<file path="src/cursor_array_list_of_pairs_macros.svh">
// ----------------------------------------------------------------------------
// cursor_array_list_of_pairs_macros
// assertion macros shared by the list block
// ----------------------------------------------------------------------------
`ifndef CURSOR_ARRAY_LIST_OF_PAIRS_MACROS_SVH
`define CURSOR_ARRAY_LIST_OF_PAIRS_MACROS_SVH

// condition holds at every edge out of reset
`define CALP_HOLDS(lbl, cond, msg) \
    lbl: assert property (@(posedge clk) disable iff (!rst_n) (cond)) \
        else $error(msg);

// same-cycle implication
`define CALP_IMPL(lbl, ante, cons, msg) \
    lbl: assert property (@(posedge clk) disable iff (!rst_n) (ante) |-> (cons)) \
        else $error(msg);

// next-cycle implication
`define CALP_NEXT(lbl, ante, cons, msg) \
    lbl: assert property (@(posedge clk) disable iff (!rst_n) (ante) |=> (cons)) \
        else $error(msg);

`endif

</file>
<file path="src/calp_pkg.sv">
// ----------------------------------------------------------------------------
// calp_pkg
// types, widths and codes of the cursor list of pairs
// ----------------------------------------------------------------------------
package calp_pkg;

    localparam int DEPTH  = 32;
    localparam int IDX_W  = (DEPTH > 1) ? $clog2(DEPTH) : 1;
    localparam int CNT_W  = $clog2(DEPTH + 1);
    localparam int REQ_W  = 4;
    localparam int POS_W  = 5;
    localparam int DATA_W = 32;
    localparam int STAT_W = 2;
    localparam int SIZE_W = 6;
    localparam int PAIR_W = 2 * DATA_W;

    typedef logic [IDX_W-1:0]  idx_t;
    typedef logic [CNT_W-1:0]  cnt_t;
    typedef logic [POS_W-1:0]  pos_t;
    typedef logic [SIZE_W-1:0] size_t;
    typedef logic [STAT_W-1:0] stat_t;
    typedef logic [REQ_W-1:0]  req_t;

    localparam req_t REQ_CLEAR      = 4'd0;
    localparam req_t REQ_FIRST      = 4'd1;
    localparam req_t REQ_PREV       = 4'd2;
    localparam req_t REQ_NEXT       = 4'd3;
    localparam req_t REQ_LAST       = 4'd4;
    localparam req_t REQ_SET_POS    = 4'd5;
    localparam req_t REQ_REPLACE    = 4'd6;
    localparam req_t REQ_ERASE      = 4'd7;
    localparam req_t REQ_INS_AFTER  = 4'd8;
    localparam req_t REQ_INS_BEFORE = 4'd9;

    localparam stat_t ST_DONE    = 2'd0;
    localparam stat_t ST_FULL    = 2'd1;
    localparam stat_t ST_IGNORED = 2'd2;

    typedef struct packed {
        logic signed [DATA_W-1:0] x;
        logic signed [DATA_W-1:0] y;
    } pair_t;

    typedef struct packed {
        req_t                     req_type;
        pos_t                     new_position;
        logic signed [DATA_W-1:0] x_value;
        logic signed [DATA_W-1:0] y_value;
    } in_t;

    typedef struct packed {
        stat_t                    status;
        size_t                    list_size;
        pos_t                     cursor;
        logic signed [DATA_W-1:0] cursor_x;
        logic signed [DATA_W-1:0] cursor_y;
    } out_t;

endpackage

</file>
<file path="src/calp_ram.sv">
// ----------------------------------------------------------------------------
// calp_ram
// simple dual-port ram, one write and one registered read per cycle
// ----------------------------------------------------------------------------
module calp_ram #(
    parameter int WIDTH = 64,
    parameter int DEPTH = 32,
    localparam int AW = (DEPTH > 1) ? $clog2(DEPTH) : 1
) (
    input  logic             clk,
    input  logic             we,
    input  logic [AW-1:0]    wr_addr,
    input  logic [WIDTH-1:0] wr_data,
    input  logic             re,
    input  logic [AW-1:0]    rd_addr,
    output logic [WIDTH-1:0] rd_data
);

    logic [WIDTH-1:0] mem [DEPTH];
    logic [WIDTH-1:0] rd_data_reg;

    always_ff @(posedge clk)
    begin
        if (we)
        begin
            mem[wr_addr] <= wr_data;
        end
        if (re)
        begin
            rd_data_reg <= mem[rd_addr];
        end
    end

    assign rd_data = rd_data_reg;

endmodule

</file>
<file path="src/cursor_array_list_of_pairs.sv">
// ----------------------------------------------------------------------------
// cursor_array_list_of_pairs
// clear, moves and replace go from accept straight to the done state, which sets out_valid
// once the output is free; erase and insert first shift n entries (0 to DEPTH - 1) in the shift and finish states
// one request at a time: the next is accepted only after the result beat is set
// reset: list empty, cursor 0, no clearing pass (slots past the end are never read)
// ----------------------------------------------------------------------------
`include "cursor_array_list_of_pairs_macros.svh"

module cursor_array_list_of_pairs (
    input  logic            clk,
    input  logic            rst_n,
    input  logic            in_valid,
    output logic            in_ready,
    input  calp_pkg::in_t   in_data,
    output logic            out_valid,
    input  logic            out_ready,
    output calp_pkg::out_t  out_data
);

    localparam logic [1:0] S_IDLE  = 2'd0;
    localparam logic [1:0] S_SHIFT = 2'd1;
    localparam logic [1:0] S_FIN   = 2'd2;
    localparam logic [1:0] S_DONE  = 2'd3;

    logic [1:0]        state_reg,    state_next;
    calp_pkg::cnt_t    count_reg,    count_next;
    calp_pkg::idx_t    cursor_reg,   cursor_next;
    calp_pkg::cnt_t    rem_reg,      rem_next;
    calp_pkg::idx_t    rd_addr_reg,  rd_addr_next;
    calp_pkg::idx_t    wr_addr_reg,  wr_addr_next;
    logic              pend_reg,     pend_next;
    logic              ins_reg,      ins_next;
    calp_pkg::idx_t    slot_reg,     slot_next;
    calp_pkg::pair_t   pair_reg,     pair_next;
    calp_pkg::stat_t   status_reg,   status_next;
    logic              use_rd_reg,   use_rd_next;
    logic              out_valid_reg, out_valid_next;
    calp_pkg::out_t    out_reg,      out_next;

    logic              mem_we;
    calp_pkg::idx_t    mem_waddr;
    calp_pkg::pair_t   mem_wdata;
    logic              mem_re;
    calp_pkg::idx_t    mem_raddr;
    calp_pkg::pair_t   mem_rdata;

    logic              out_free;
    logic              rd_now;
    calp_pkg::cnt_t    cnt_m1;
    calp_pkg::cnt_t    slot_cnt;
    calp_pkg::pair_t   in_pair;

    calp_ram #(
        .WIDTH (calp_pkg::PAIR_W),
        .DEPTH (calp_pkg::DEPTH)
    ) u_ram (
        .clk     (clk),
        .we      (mem_we),
        .wr_addr (mem_waddr),
        .wr_data (mem_wdata),
        .re      (mem_re),
        .rd_addr (mem_raddr),
        .rd_data (mem_rdata)
    );

    assign out_free  = !out_valid_reg || out_ready;
    assign cnt_m1    = count_reg - calp_pkg::cnt_t'(1);
    assign in_pair   = '{x: in_data.x_value, y: in_data.y_value};
    assign in_ready  = (state_reg == S_IDLE);
    assign out_valid = out_valid_reg;
    assign out_data  = out_reg;

    always_comb
    begin
        state_next     = state_reg;
        count_next     = count_reg;
        cursor_next    = cursor_reg;
        rem_next       = rem_reg;
        rd_addr_next   = rd_addr_reg;
        wr_addr_next   = wr_addr_reg;
        pend_next      = pend_reg;
        ins_next       = ins_reg;
        slot_next      = slot_reg;
        pair_next      = pair_reg;
        status_next    = status_reg;
        use_rd_next    = use_rd_reg;
        out_valid_next = out_valid_reg;
        out_next       = out_reg;
        mem_we         = 1'b0;
        mem_waddr      = wr_addr_reg;
        mem_wdata      = mem_rdata;
        mem_re         = 1'b0;
        mem_raddr      = cursor_reg;
        rd_now         = 1'b0;
        slot_cnt       = '0;

        if (out_valid_reg && out_ready)
        begin
            out_valid_next = 1'b0;
        end

        case (state_reg)
            S_IDLE:
            begin
                if (in_valid)
                begin
                    pair_next   = in_pair;
                    status_next = calp_pkg::ST_DONE;
                    use_rd_next = 1'b1;
                    state_next  = S_DONE;
                    case (in_data.req_type)
                        calp_pkg::REQ_CLEAR:
                        begin
                            count_next  = '0;
                            cursor_next = '0;
                        end
                        calp_pkg::REQ_FIRST:
                        begin
                            cursor_next = '0;
                            rd_now      = 1'b1;
                        end
                        calp_pkg::REQ_PREV:
                        begin
                            if (cursor_reg != '0)
                            begin
                                cursor_next = cursor_reg - calp_pkg::idx_t'(1);
                            end
                            rd_now = 1'b1;
                        end
                        calp_pkg::REQ_NEXT:
                        begin
                            if (count_reg != '0 && calp_pkg::cnt_t'(cursor_reg) < cnt_m1)
                            begin
                                cursor_next = cursor_reg + calp_pkg::idx_t'(1);
                            end
                            rd_now = 1'b1;
                        end
                        calp_pkg::REQ_LAST:
                        begin
                            cursor_next = (count_reg != '0) ? calp_pkg::idx_t'(cnt_m1) : '0;
                            rd_now      = 1'b1;
                        end
                        calp_pkg::REQ_SET_POS:
                        begin
                            if (calp_pkg::cnt_t'(in_data.new_position) < count_reg)
                            begin
                                cursor_next = calp_pkg::idx_t'(in_data.new_position);
                            end
                            else
                            begin
                                status_next = calp_pkg::ST_IGNORED;
                            end
                            rd_now = 1'b1;
                        end
                        calp_pkg::REQ_REPLACE:
                        begin
                            use_rd_next = 1'b0;
                            if (count_reg != '0)
                            begin
                                mem_we    = 1'b1;
                                mem_waddr = cursor_reg;
                                mem_wdata = in_pair;
                            end
                            else
                            begin
                                status_next = calp_pkg::ST_IGNORED;
                            end
                        end
                        calp_pkg::REQ_ERASE:
                        begin
                            if (count_reg != '0)
                            begin
                                ins_next     = 1'b0;
                                rem_next     = cnt_m1 - calp_pkg::cnt_t'(cursor_reg);
                                rd_addr_next = cursor_reg + calp_pkg::idx_t'(1);
                                pend_next    = 1'b0;
                                state_next   = S_SHIFT;
                            end
                            else
                            begin
                                status_next = calp_pkg::ST_IGNORED;
                            end
                        end
                        calp_pkg::REQ_INS_AFTER,
                        calp_pkg::REQ_INS_BEFORE:
                        begin
                            if (count_reg == calp_pkg::cnt_t'(calp_pkg::DEPTH))
                            begin
                                status_next = calp_pkg::ST_FULL;
                                rd_now      = 1'b1;
                            end
                            else
                            begin
                                if (count_reg == '0)
                                begin
                                    slot_cnt = '0;
                                end
                                else if (in_data.req_type == calp_pkg::REQ_INS_AFTER)
                                begin
                                    slot_cnt = calp_pkg::cnt_t'(cursor_reg)
                                        + calp_pkg::cnt_t'(1);
                                end
                                else
                                begin
                                    slot_cnt = calp_pkg::cnt_t'(cursor_reg);
                                end
                                ins_next     = 1'b1;
                                rem_next     = count_reg - slot_cnt;
                                rd_addr_next = calp_pkg::idx_t'(cnt_m1);
                                slot_next    = calp_pkg::idx_t'(slot_cnt);
                                pend_next    = 1'b0;
                                state_next   = S_SHIFT;
                            end
                        end
                        default:
                        begin
                            status_next = calp_pkg::ST_IGNORED;
                            rd_now      = 1'b1;
                        end
                    endcase
                    if (rd_now)
                    begin
                        mem_re    = 1'b1;
                        mem_raddr = cursor_next;
                    end
                end
            end
            S_SHIFT:
            begin
                // retire the move read last cycle, issue the next read
                mem_we    = pend_reg;
                mem_waddr = wr_addr_reg;
                mem_wdata = mem_rdata;
                if (rem_reg != '0)
                begin
                    mem_re    = 1'b1;
                    mem_raddr = rd_addr_reg;
                    if (ins_reg)
                    begin
                        wr_addr_next = rd_addr_reg + calp_pkg::idx_t'(1);
                        rd_addr_next = rd_addr_reg - calp_pkg::idx_t'(1);
                    end
                    else
                    begin
                        wr_addr_next = rd_addr_reg - calp_pkg::idx_t'(1);
                        rd_addr_next = rd_addr_reg + calp_pkg::idx_t'(1);
                    end
                    rem_next  = rem_reg - calp_pkg::cnt_t'(1);
                    pend_next = 1'b1;
                end
                else
                begin
                    pend_next  = 1'b0;
                    state_next = S_FIN;
                end
            end
            S_FIN:
            begin
                if (ins_reg)
                begin
                    mem_we      = 1'b1;
                    mem_waddr   = slot_reg;
                    mem_wdata   = pair_reg;
                    cursor_next = slot_reg;
                    count_next  = count_reg + calp_pkg::cnt_t'(1);
                    use_rd_next = 1'b0;
                end
                else
                begin
                    count_next = cnt_m1;
                    if (cnt_m1 == '0)
                    begin
                        cursor_next = '0;
                    end
                    else if (calp_pkg::cnt_t'(cursor_reg) >= cnt_m1)
                    begin
                        cursor_next = calp_pkg::idx_t'(cnt_m1 - calp_pkg::cnt_t'(1));
                    end
                    mem_re      = 1'b1;
                    mem_raddr   = cursor_next;
                    use_rd_next = 1'b1;
                end
                state_next = S_DONE;
            end
            S_DONE:
            begin
                if (out_free)
                begin
                    out_valid_next     = 1'b1;
                    out_next.status    = status_reg;
                    out_next.list_size = calp_pkg::size_t'(count_reg);
                    out_next.cursor    = calp_pkg::pos_t'(cursor_reg);
                    if (count_reg == '0)
                    begin
                        out_next.cursor_x = '0;
                        out_next.cursor_y = '0;
                    end
                    else if (use_rd_reg)
                    begin
                        out_next.cursor_x = mem_rdata.x;
                        out_next.cursor_y = mem_rdata.y;
                    end
                    else
                    begin
                        out_next.cursor_x = pair_reg.x;
                        out_next.cursor_y = pair_reg.y;
                    end
                    state_next = S_IDLE;
                end
            end
            default:
            begin
                state_next = S_IDLE;
            end
        endcase
    end

    always_ff @(posedge clk or negedge rst_n)
    begin
        if (!rst_n)
        begin
            state_reg     <= S_IDLE;
            count_reg     <= '0;
            cursor_reg    <= '0;
            rem_reg       <= '0;
            pend_reg      <= 1'b0;
            ins_reg       <= 1'b0;
            out_valid_reg <= 1'b0;
        end
        else
        begin
            state_reg     <= state_next;
            count_reg     <= count_next;
            cursor_reg    <= cursor_next;
            rem_reg       <= rem_next;
            pend_reg      <= pend_next;
            ins_reg       <= ins_next;
            out_valid_reg <= out_valid_next;
        end
    end

    always_ff @(posedge clk)
    begin
        rd_addr_reg <= rd_addr_next;
        wr_addr_reg <= wr_addr_next;
        slot_reg    <= slot_next;
        pair_reg    <= pair_next;
        status_reg  <= status_next;
        use_rd_reg  <= use_rd_next;
        out_reg     <= out_next;
    end

    `CALP_HOLDS(a_count_bound, count_reg <= calp_pkg::cnt_t'(calp_pkg::DEPTH), "count above depth")
    `CALP_IMPL(a_cursor_in_list, count_reg != '0, calp_pkg::cnt_t'(cursor_reg) < count_reg, "cursor past last entry")
    `CALP_NEXT(a_shift_progress, state_reg == S_SHIFT && rem_reg != '0, rem_reg == $past(rem_reg) - calp_pkg::cnt_t'(1), "shift count did not step")
    `CALP_NEXT(a_one_at_a_time, in_valid && in_ready, !in_ready, "second beat taken during a request")
    `CALP_IMPL(a_empty_zero, out_valid_reg && out_reg.list_size == '0, out_reg.cursor_x == '0 && out_reg.cursor_y == '0 && out_reg.cursor == '0, "empty list beat not zero")

endmodule

</file>
<file path="config.mk">
export PLATFORM = sky130hd
export DESIGN_NAME = cursor_array_list_of_pairs
export DESIGN_NICKNAME = d
export VERILOG_FILES = /design/src/calp_pkg.sv /design/src/calp_ram.sv /design/src/cursor_array_list_of_pairs.sv
export VERILOG_INCLUDE_DIRS = /design/src /design/src/src
export SDC_FILE = /design/constraint.sdc
export NUM_CORES = 2
export LEC_CHECK = 0
export BUFFER_PORTS_ARGS = -buffer_cell sky130_fd_sc_hd__buf_4
export CORE_MARGIN = 5
export CORE_UTILIZATION = 40
export CTS_CLUSTER_DIAMETER = 30
export DETAILED_ROUTE_END_ITERATION = 16
export HOLD_SLACK_MARGIN = 0.05
export PLACE_DENSITY_LB_ADDON = 0.2
export SYNTH_ARGS = -nofsm -noshare
export SYNTH_HDL_FRONTEND = slang
export SYNTH_SLANG_ARGS = --single-unit
</file>
<file path="constraint.sdc">
create_clock -name clk -period 7.75 [get_ports clk]
set_input_delay 1.1625 -clock clk [delete_from_list [all_inputs] [get_ports clk]]
set_output_delay 1.1625 -clock clk [all_outputs]
set_load 0.01 [all_outputs]
</file>
### Yosys cells after proc, flatten, opt, wreduce, memory -nomap -nowiden

Memory sizes are Yosys's and may differ from the RTL's. A register that Yosys moved wholly into a read port is not among the register bits.
Cells that the tools add are included.

| cells by class | value |
|---|---|
| bitwise operators | 1 |
| eq/ne operators | 23 |
| reductions and logical operators | 29 |
| muxes and demuxes | 90 |
| $add $sub $neg | 11 |
| order comparisons | 3 |

Operators by type and width:

| operator | count |
|---|---|
| $mux W64 | 5 |
| $pmux W64 S2 | 1 |
| $mux W5 | 22 |
| $mux W6 | 13 |
| $pmux W5 S2 | 4 |
| $pmux W6 S2 | 3 |
| $pmux W5 S5 | 1 |
| $mux W1 | 23 |
| $eq A4 B3 Y1 const B | 4 |
| $pmux W2 S4 | 2 |
| $pmux W5 S3 | 1 |
| $sub A5 B1 Y5 const B | 3 |
| $mux W2 | 7 |
| $logic_not A6 Y1 | 2 |
| $lt A5 B6 Y1 | 2 |
| $ne A2 B2 Y1 const B | 6 |
| $reduce_bool A6 Y1 | 2 |
| $sub A6 B1 Y6 const B | 2 |
| $add A5 B1 Y5 const B | 2 |
| $pmux W1 S2 | 5 |
| $reduce_and A5 Y1 | 2 |
| $eq A4 B2 Y1 const B | 2 |
| $eq A4 B4 Y1 const B | 2 |
| $reduce_and A2 Y1 | 4 |
| 28 further kinds | 37 |

| word-level totals | value |
|---|---|
| memories | 1 |
| memory bits (writable) | 2048 |
| output and inout bits | 79 |
| bits of input ports | 77 |
| bits in registers | 181 |

Memory list:

| name | words | width | read ports | clocked after memory_dff | write ports | line | text |
|---|---|---|---|---|---|---|---|
| u_ram.mem | 32 | 64 | 1 | 1 | 1 | calp_ram.sv:19 | `logic [WIDTH-1:0] mem [DEPTH];` |

### Logic depth before layout (Yosys ltp)

| depth | value |
|---|---|
| depth after elaboration | 12 |
| depth in mapped cells | 22 |

### Hierarchy

From an unflattened synthesis, not the netlist that was laid out.

| second synthesis, totals | value |
|---|---|
| cell total of the unflattened synthesis | 4043 |
| area total of the unflattened synthesis | 89902.5 um^2 |

Modules (own cells, without submodules):

| module | cells an instance | area an instance (um^2) | times used |
|---|---|---|---|
| calp_ram | 3096 | 79605.1 | 1 |
| cursor_array_list_of_pairs | 947 | 10297.4 | 1 |

### Least setup slack after synthesis

Ideal clock, no wire load.

| timing | value |
|---|---|
| path type | input to register |
| from | input in_data[72] (netlist name) |
| to | memory u_ram.mem[17][0], enable pin |
| setup time | 0.487 ns |
| cell stages on the path | 8 |
| path buffers | 1 |
| data arrival time | 6.074 ns |
| slack | 1.189 ns |
| path through | clkbuf_1 nand3b_1 nor4_1 o21ai_1 a221oi_1 nor2b_1 nand2_1 nor2_1 |

| between the ends | value |
|---|---|
| longest elaborated chain between the ends | 6 |
| elaborated cells between the ends (all ways) | 9 |
| those cells by class | eq/ne (1); mux (8) |

RTL lines:

| element | line | text |
|---|---|---|
| start: declaration | cursor_array_list_of_pairs.sv:15 | `input calp_pkg::in_t in_data,` |
| $eq A4 B3 Y1 * | cursor_array_list_of_pairs.sv:112 | `case (in_data.req_type)` |
| $mux W1 | cursor_array_list_of_pairs.sv:112 |  |
| $mux W1 | cursor_array_list_of_pairs.sv:106 | `if (in_valid)` |
| $pmux W1 S3 | cursor_array_list_of_pairs.sv:103 | `case (state_reg)` |
| $mux W1 | calp_ram.sv:24 | `if (we)` |
| $mux W1 (implied by the code) | calp_ram.sv:26 | `mem[wr_addr] <= wr_data;` |
| end: declaration | calp_ram.sv:19 |  |

Every way passes the cells marked *; elsewhere a longest branch is shown, timed or not.

### Final worst setup path

| timing | value |
|---|---|
| from | register count_reg[0] |
| to | register u_ram.rd_data_reg[15], in the netlist u_ram.rd_data[15] (read register of u_ram.mem) (data pin) |

| between the ends | value |
|---|---|
| longest elaborated chain between the ends | 8 |
| elaborated cells between the ends (all ways) | 26 |
| those cells by class | add/sub (2); order compare (3); eq/ne (1); mux (17); reduce/logical (3) |

RTL lines:

| element | line | text |
|---|---|---|
| start: declaration | cursor_array_list_of_pairs.sv:27 | `calp_pkg::cnt_t count_reg, count_next;` |
| start signal: assignment | cursor_array_list_of_pairs.sv:334 | `count_reg <= count_next;` |
| $sub A6 B1 Y6 or $eq A6 B6 Y1 (tied branches) | cursor_array_list_of_pairs.sv:68, cursor_array_list_of_pairs.sv:188 |  |
| $lt A5 B6 Y1 or $mux W1 (tied branches) | cursor_array_list_of_pairs.sv:133, cursor_array_list_of_pairs.sv:188 |  |
| $logic_and A1 B1 Y1 or $pmux W1 S2 (tied branches) | cursor_array_list_of_pairs.sv:133, cursor_array_list_of_pairs.sv:112 |  |
| $mux W5 or $mux W1 (tied branches) | cursor_array_list_of_pairs.sv:133, cursor_array_list_of_pairs.sv:106 |  |
| $pmux W5 S5 or $mux W1 (tied branches) | cursor_array_list_of_pairs.sv:112, cursor_array_list_of_pairs.sv:103 |  |
| $mux W5 or $mux W1 (tied branches) | cursor_array_list_of_pairs.sv:222 | `if (rd_now)` |
| $mux W5 or $mux W1 (tied branches) | cursor_array_list_of_pairs.sv:106 |  |
| $pmux W5 S3 or $pmux W1 S3 (tied branches) | cursor_array_list_of_pairs.sv:103 |  |
| end: declaration | calp_ram.sv:20 | `logic [WIDTH-1:0] rd_data_reg;` |

Parallel ways exist; a longest one is shown, timed or not. The select of a mux whose other input is x is not followed.
A chain may end at the register's enable or synchronous reset.

==> results.yml <==
logic_synthesis:
  synth_top_cell_area_share_pct: 74.9
  async_flop_share_pct: 0.959
  ys_seq_area_share_pct: 75.6
  synth_top_cell_by_area: "edfxtp_1"
  syn_area_per_cell_sq_um: 16.9
  synth_area_leaders: "edfxtp_1, mux2i_1, o22ai_1, nand2_1, nand3_1"
  synth_flop_cell: "edfxtp_1"
  synth_edf_count: 2271
  yosysUniqueCellTypes: 89
  mappedNetlistArea_sq_um: 91000
  ys_seq_elements: 2293
  synthCells: 5384
  synthesis.nets: 5492
  ys_warn_count: 0
global_routing:
  antenna_found_initial: 7
  grt_pass1_wl_mm: 376
  grt_pass1_vias: 52010
  groute.usage.overall_pct: 21.8
  grt_max_degree: 115
  gr-total-overflow: 0
sta:
  finalHoldViolations: 0
  slew_viol_final: 0
  fin_crit_ns: 7.16
  fin_skew_ns: 0.0604
  slew_headroom_pct: 7.42
  rsz0062_at_grt: "no"
  setup_violations: 0
  tightest_slew_ns: 1.38
  worst_slack_ns: 0.588
  period_share_pct: 92.4
  hold_ws_ns: 0.393
  setup_tns_ns: 0
  fmax_mhz: 140
setup_path:
  path_max_fanout: 16
  slowest_stage: "nand4b_1"
  crit_required_ns: 8.53
  crit_buf_inv: 3
  worstSetupEndpointType: "register"
  worstPathArrival_ns: 7.95
  critical-path-top-delay-family: "compound AO/OA/AOI/OAI gates"
  max_stage_delay_ns: 1.22
  critical_path_class: "reg -> reg"
  critPathLaunchType: "register"
  crit_chain: "inv_1 -> ha_1 -> nor3b_1 -> xnor2_1 -> inv_1 -> ha_1 -> mux2i_1 -> a21oi_1 -> nor2_1 -> a311oi_2 -> a221oi_2 -> o41ai_4 -> nand4b_1 -> buf_4 -> o22ai_1 -> nor4_1 -> nand3_1"
finish:
  area_delta_synth_final_pct: 22.9
  drive_gt1_share_pct: 17.8
  largest-register: "u_ram.mem"
  final_nets: 5953
  register_area_sq_um: 68700
  stdcell_count: 9225
  largest_register_ffs: 2048
  multi_input_area_sq_um: 20700
  nFillCells: 18869
clocking:
  clockBufferDepth: 4
  h-tree-depth: 5
  cts_hold_buf: 1
  cts_made_buffers: 461
  cts_tree: "done"
  clkLatencyLatePin_ns: 0.98
  clk_pin_slew_ns: 0.04
  cts_resized: 0
  clock_sinks: 2293
  post_cts_buffers: 0
  cts_root_buffer: "clkbuf_16"
routing:
  vias: 51933
  drt_iter0_drc: 5293
  route.final.wire_length_mm: 264
  ant_nets: 0
  drc: 0
  wl_per_cell_microns: 28.6
  drtPass1Iterations: 9
  avgViaCountPerCell: 5.63
run:
  drv_cap: 0
hold_path:
  holdCritPathClass: "in -> reg"
placement:
  pre_cts_ws_ns: 0.911
  place_congestion: 0.870
  numPortBuffers: 155
  dp.cells: 8390
  hpwl_mm: 144
floorplan:
  die_w_microns: 487
  start_util_pct: 40.1
  core_area_sq_um: 227000
  chipHeight_microns: 487
  ioPinCount: 156
  design.die.area_sq_um: 237000
  std_cell_rows: 175
outcome:
  status: "finished, final reports clean"
[metal layers]
layer,global-route usage (%),up-vias,part of all wire (%)
li1,-,22489,-
met1,29.9,27085,43
met2,35.7,1977,48
met3,3.91,378,6.5
met4,6.46,4,2.6
met5,0,-,0.0098
[layout by cell type, fill, tap and decap left out, types with 58 or more instances in the layout]
master,count
inv_1,100
nand3_1,209
a31oi_1,76
clkinv_1,66
edfxtp_1,2271
nor4_1,66
bufinv_16,67
clkbuf_1,58
nand2_1,318
buf_4,276
mux2i_1,1092
nor2_1,101
clkbuf_16,466
clkinv_2,87
a22oi_1,66
o22ai_1,320
a222oi_1,68
[cell type report]
class	instances	area share [%]
antenna	4	0.00895
clock buffer	526	10.7
sequential	2293	61.5
inverter	103	0.348
timing repair buffer	314	2.52
clock inverter	304	3.09
multi-input combinational	2672	18.5
tap	3009	3.37
[through the flow]
stage | instance area, sq um | util, %
2_1_floorplan | 91000 | -
3_3_place_gp | 96400 | 42.5
3_5_place_dp | 96400 | 42.5
4_1_cts | 112000 | 49.3
5_1_grt | 112000 | 49.3
6_report | 112000 | 49.3
[Yosys cell counts (4+ instances only)]
library cell and count:
nand3_1 209, xor2_1 6, a31oi_1 77, a222oi_1 68, ha_1 29, or2_2 5
or3_1 4, a21oi_1 56, xnor2_1 26, edfxtp_1 2271, o31ai_1 6, mux2i_1 1092
and2_1 5, nand3b_1 4, nor3b_1 4, or4b_1 5, nand2b_1 11, nand2_1 318
buf_4 8, nor2_1 135, buf_2 137, o22ai_1 320, buf_6 16, nor4b_1 4
nor4_1 67, a22oi_1 66, dfrtp_1 22, nand4_1 4, clkbuf_1 128, o21ai_0 31
a21o_1 11, buf_1 27, o211ai_1 6, inv_1 101, nor2b_1 9, nor3_1 13
[cells by family after synthesis]
logic type / share of synthesized area, %
flip-flops: 75.6
XOR/XNOR: 0.326
buffers and inverters: 2.08
multiplexers: 12.1
AO/OA/AOI/OAI: 5.27
adder cells (fa/ha/maj): 0.443
AND/OR/NAND/NOR: 4.26
[path summary, 6_finish.rpt]
kind | from | endpoint | slack [ns] | cells after the start
min | in_data[0] | pair_reg[0] | 0.39 | 1
min reg2reg | status_reg[1] | out_data[76] | 0.43 | 0
max in group asynchronous | rst_n | ins_reg | 6.83 | 2
min in group asynchronous | rst_n | out_valid | 0.64 | 2
max | count_reg[0] | u_ram.rd_data[15] | 0.59 | 17
max reg2reg | count_reg[0] | u_ram.rd_data[15] | 0.59 | 17
Power is not shown: default switching activity piles up to over one toggle a cycle in this logic, so the estimate is an artifact.
